## src/design/pet_ram.sv

```systemverilog
// ----------------------------------------------------------------------------
// pet_ram
// Generic single-port-write, single-port-read RAM with a registered read.
// ----------------------------------------------------------------------------
module pet_ram #(
    parameter int WIDTH = 16,
    parameter int DEPTH = 256
) (
    input  logic                     clk,
    input  logic                     we,
    input  logic [$clog2(DEPTH)-1:0] waddr,
    input  logic [WIDTH-1:0]         wdata,
    input  logic                     re,
    input  logic [$clog2(DEPTH)-1:0] raddr,
    output logic [WIDTH-1:0]         rdata
);

    logic [WIDTH-1:0] mem [DEPTH];
    logic [WIDTH-1:0] rdata_reg;

    always_ff @(posedge clk)
    begin
        if (we)
        begin
            mem[waddr] <= wdata;
        end
        if (re)
        begin
            rdata_reg <= mem[raddr];
        end
    end

    assign rdata = rdata_reg;

endmodule

```

## config.mk

```make
export PLATFORM = sky130hd
export DESIGN_NAME = pet_ram
export DESIGN_NICKNAME = d
export VERILOG_FILES = /design/src/design/pet_ram.sv
export SDC_FILE = /design/constraint.sdc
export NUM_CORES = 2
export LEC_CHECK = 0
export ABC_AREA = 1
export BUFFER_PORTS_ARGS = -buffer_cell sky130_fd_sc_hd__buf_4
export CAP_MARGIN = 20
export CELL_PAD_IN_SITES_DETAIL_PLACEMENT = 1
export CELL_PAD_IN_SITES_GLOBAL_PLACEMENT = 1
export CORE_MARGIN = 8
export CORE_UTILIZATION = 35
export CTS_BUF_LIST = sky130_fd_sc_hd__clkbuf_4 sky130_fd_sc_hd__clkbuf_8
export DETAILED_ROUTE_END_ITERATION = 8
export GPL_TIMING_DRIVEN = 1
export MAX_ROUTING_LAYER = met4
export PLACE_DENSITY_LB_ADDON = 0.05
export SYNTH_ARGS = -nofsm -noshare
export SYNTH_HDL_FRONTEND = slang
export SYNTH_SLANG_ARGS = --single-unit
```

## constraint.sdc

```tcl
create_clock -name clk -period 1.9 [get_ports clk]
set_input_delay 0 -clock clk [delete_from_list [all_inputs] [get_ports clk]]
set_output_delay 0 -clock clk [all_outputs]
set_load 0.02 [all_outputs]
```

==> results_dict.tcl <==
set metrics [dict create \
    place_hpwl_mm 401 \
    critPathLaunchType "flop" \
    netlist_instances 13600 \
    ant_nets 0 \
    fp-row-count 253 \
    wl_per_cell_um 29.0 \
    syn_to_final_growth_pct 23.8 \
    rsz0062_at_grt "yes" \
    use_met3_pct 2.90 \
    cts.sinks 4112 \
    nNetsFinal 14900 \
    grt_pass1_vias 119000 \
    die_area_um2 496000 \
    fin_area_um2 205000 \
    detail_route.first_pass.iterations 5 \
    cts_tree "built" \
    synthAdderAreaFrac_pct 0 \
    wirelength_mm 628 \
    synth_top_area_share_pct 74.4 \
    initial_core_util_pct 35.0 \
    layout_setup_ws_ns -0.323 \
    yosysWarnings 0 \
    cp_max_fo 1 \
    worstSetupPathType "reg2out" \
    clockBufferDepth 4 \
    synth_top_family_by_area "simple AND/OR/NAND/NOR gates" \
    vias 115000 \
    synthSimpleGateAreaFrac_pct 22.3 \
    grt_max_degree 104 \
    r2r_end "rdata[10]$_DFFE_PP_" \
    outcome "complete, but fails checks" \
    synth_compound_area_share_pct 0 \
    whs_ns 0.0848 \
    gp_congestion 0.844 \
    busiest_layer "met2" \
    instances_no_fill 21700 \
    insertion_delay_ns 1.29 \
    p_per_area_nw_per_um2 963 \
    finClkSkew_ns 0.0486 \
    drc_errors 0 \
    hold_path_depth 11 \
    slew_headroom_pct 37.5 \
    hold_viol 0 \
    gr-total-overflow 0 \
    met1_usage_pct 33.9 \
    required_ns 1.90 \
    synth-xor-area-share_pct 0 \
    cpLargestDelayFamily "flip-flops" \
    synth_cell_types 14 \
    endpoint "rdata[6]" \
    drv_slew 0 \
    ir_drop_uv 846 \
    fin_crit_sh_pct 117 \
    synth_seq_cells 4112 \
    critPathBufInv 1 \
    io_pins 51 \
    yosys.area.top_type "edfxtp_1" \
    pre_cts_ws_ns -1.54 \
    worstSetupStartpoint "rdata[6]$_DFFE_PP_" \
    max_freq_mhz 450 \
    vias_per_cell 5.32 \
    cp_slowest_cell "edfxtp_1" \
    clkSlewWorstSetupHoldPaths_ns 0.07 \
    crit_cells 1 \
    place_area_um2 186000 \
    place_inst 20300 \
    ff2ff_path_depth 11 \
    r2r_slack_ns 0.01 \
    htreeDepth 6 \
    worstMarginPinSlew_ns 0.936 \
    period_needed_ns 2.22 \
    grt_pass1_wl_mm 893 \
    timing.critical_path.slowest_cell_delay_ns 0.71 \
    core_area_um2 473000 \
    violations "negative setup slack" \
    initialDrtViolationCount 9951 \
    cp-end-kind "output port" \
    synth.area.mux_share_pct 0 \
    setup_viol 139 \
    dieWidth_um 704 \
    yosys-top-cells-area "edfxtp_1, nand3_1, nand2_1" \
    power_mw 198 \
    cp_cell_sequence "buf_6" \
    io_buffers 50 \
    syn_area_per_cell_um2 12.2 \
    cts_inserted_buffers 722 \
    clock-root-buffer "clkbuf_8" \
    syn_area_um2 166000 \
    largest_reg_flops 4096 \
    dieHeight_um 704 \
    drive_gt1_share_pct 21.4 \
    grt_usage_pct 25.2 \
    drv_cap 0 \
    met2_usage_pct 41.0 \
    hp-class "in2reg" \
    leakagePower_nw 73.0 \
    cts_setup_buffers 0 \
    syn_nets 13700 \
    ys_seq_area_share_pct 74.4 \
    arrival_ns 2.22 \
    r2r_start "mem[195][10]$_DFFE_PP_" \
    antenna_found_initial 37 \
]
==> final cells by class <==
class,instances,area [µm²]
antenna,21,52.6
clock buffer,997,12100
clock inverter,290,1830
fill,48800,268000
inverter,39,199
multi-input combinational,8529,41900
sequential,4112,123000
tap,6247,7820
timing repair buffer,1445,18000
==> through the flow <==
stage,TNS (ns),utilization [%]
after floorplan,0,-
after global placement,-20.36,39.3
after detailed placement,-20.44,39.3
after CTS,-5.16,42.9
after global routing,-4.15,43.4
final,-4.02,43.4
==> how the worst min path moves through the flow <==
| stage | from | to | slack [ns] |
|---|---|---|---|
| final | raddr[1] | rdata[6]$_DFFE_PP_ | 0.08 |
| after global placement | wdata[0] | mem[120][0]$_DFFE_PP_ | 0.29 |
| after CTS | raddr[1] | rdata[6]$_DFFE_PP_ | 0.001 |
| after global routing | raddr[1] | rdata[6]$_DFFE_PP_ | 0.02 |
| after detailed placement | wdata[0] | mem[120][0]$_DFFE_PP_ | 0.30 |
| after floorplan | wdata[0] | mem[0][0]$_DFFE_PP_ | 0.1 |
==> layer usage <==
layer,part of all wire (%),up-vias
met5,0,-
met2,48,3021
met3,4.9,848
met4,2.9,0
li1,-,51300
met1,44,60200
==> Yosys cell counts <==
cell and number:
buf_1 70, buf_12 1, buf_2 495, buf_4 163, buf_6 53, buf_8 1, clkbuf_1 154, edfxtp_1 4112
inv_1 35, inv_2 2, inv_4 2, nand2_1 4211, nand3_1 4035, nor2_1 283
==> what timing repair did <==
| item | in CTS | in global routing |
|---|---|---|
| setup endpoints to repair | 32 | 288 |
| cloned | 0 | 0 |
| hold endpoints to repair | 8224 | 1 |
| resized for setup | 499 | 425 |
| pin swaps | 46 | 145 |
| hold buffers | 72 | 1 |
==> report_power, final <==
group          total (mW)  internal (mW)  switching, mW
Sequential            100            100          0.145
Clock                80.9           43.0           37.9
Combinational        16.7           5.09           11.6
Total                 198            148           49.6
==> logic make-up after synthesis <==
kind of cell,Yosys count
buffers and inverters,976
DFF,4112
and+or+nand+nor,8529
==> cells in the final DEF, fill, tap and decap left out <==
cell type / Yosys / final
nand2_1: 4211 / 4143
edfxtp_1: 4112 / 4112
nand3_1: 4035 / 3423
buf_4: 163 / 789
clkbuf_8: 0 / 734
buf_12: 1 / 520
nand3_2: 0 / 464
clkbuf_4: 0 / 263
nor2_1: 283 / 180
clkinv_1: 0 / 167
nand3_4: 0 / 148
nor2_2: 0 / 99
clkinv_2: 0 / 63
dlygate4sd3_1: 0 / 58
buf_6: 53 / 48
nand2_2: 0 / 38
inv_1: 35 / 33
nand2_4: 0 / 24
diode_2: 0 / 21
buf_8: 1 / 19
inv_6: 0 / 18
bufinv_16: 0 / 14
inv_8: 0 / 12
clkinvlp_4: 0 / 12
buf_16: 0 / 11
nand2_8: 0 / 6
clkinv_8: 0 / 6
nor2_4: 0 / 4
inv_16: 0 / 2
inv_2: 2 / 1
inv_12: 0 / 1
(Power assumes the default switching activity.)
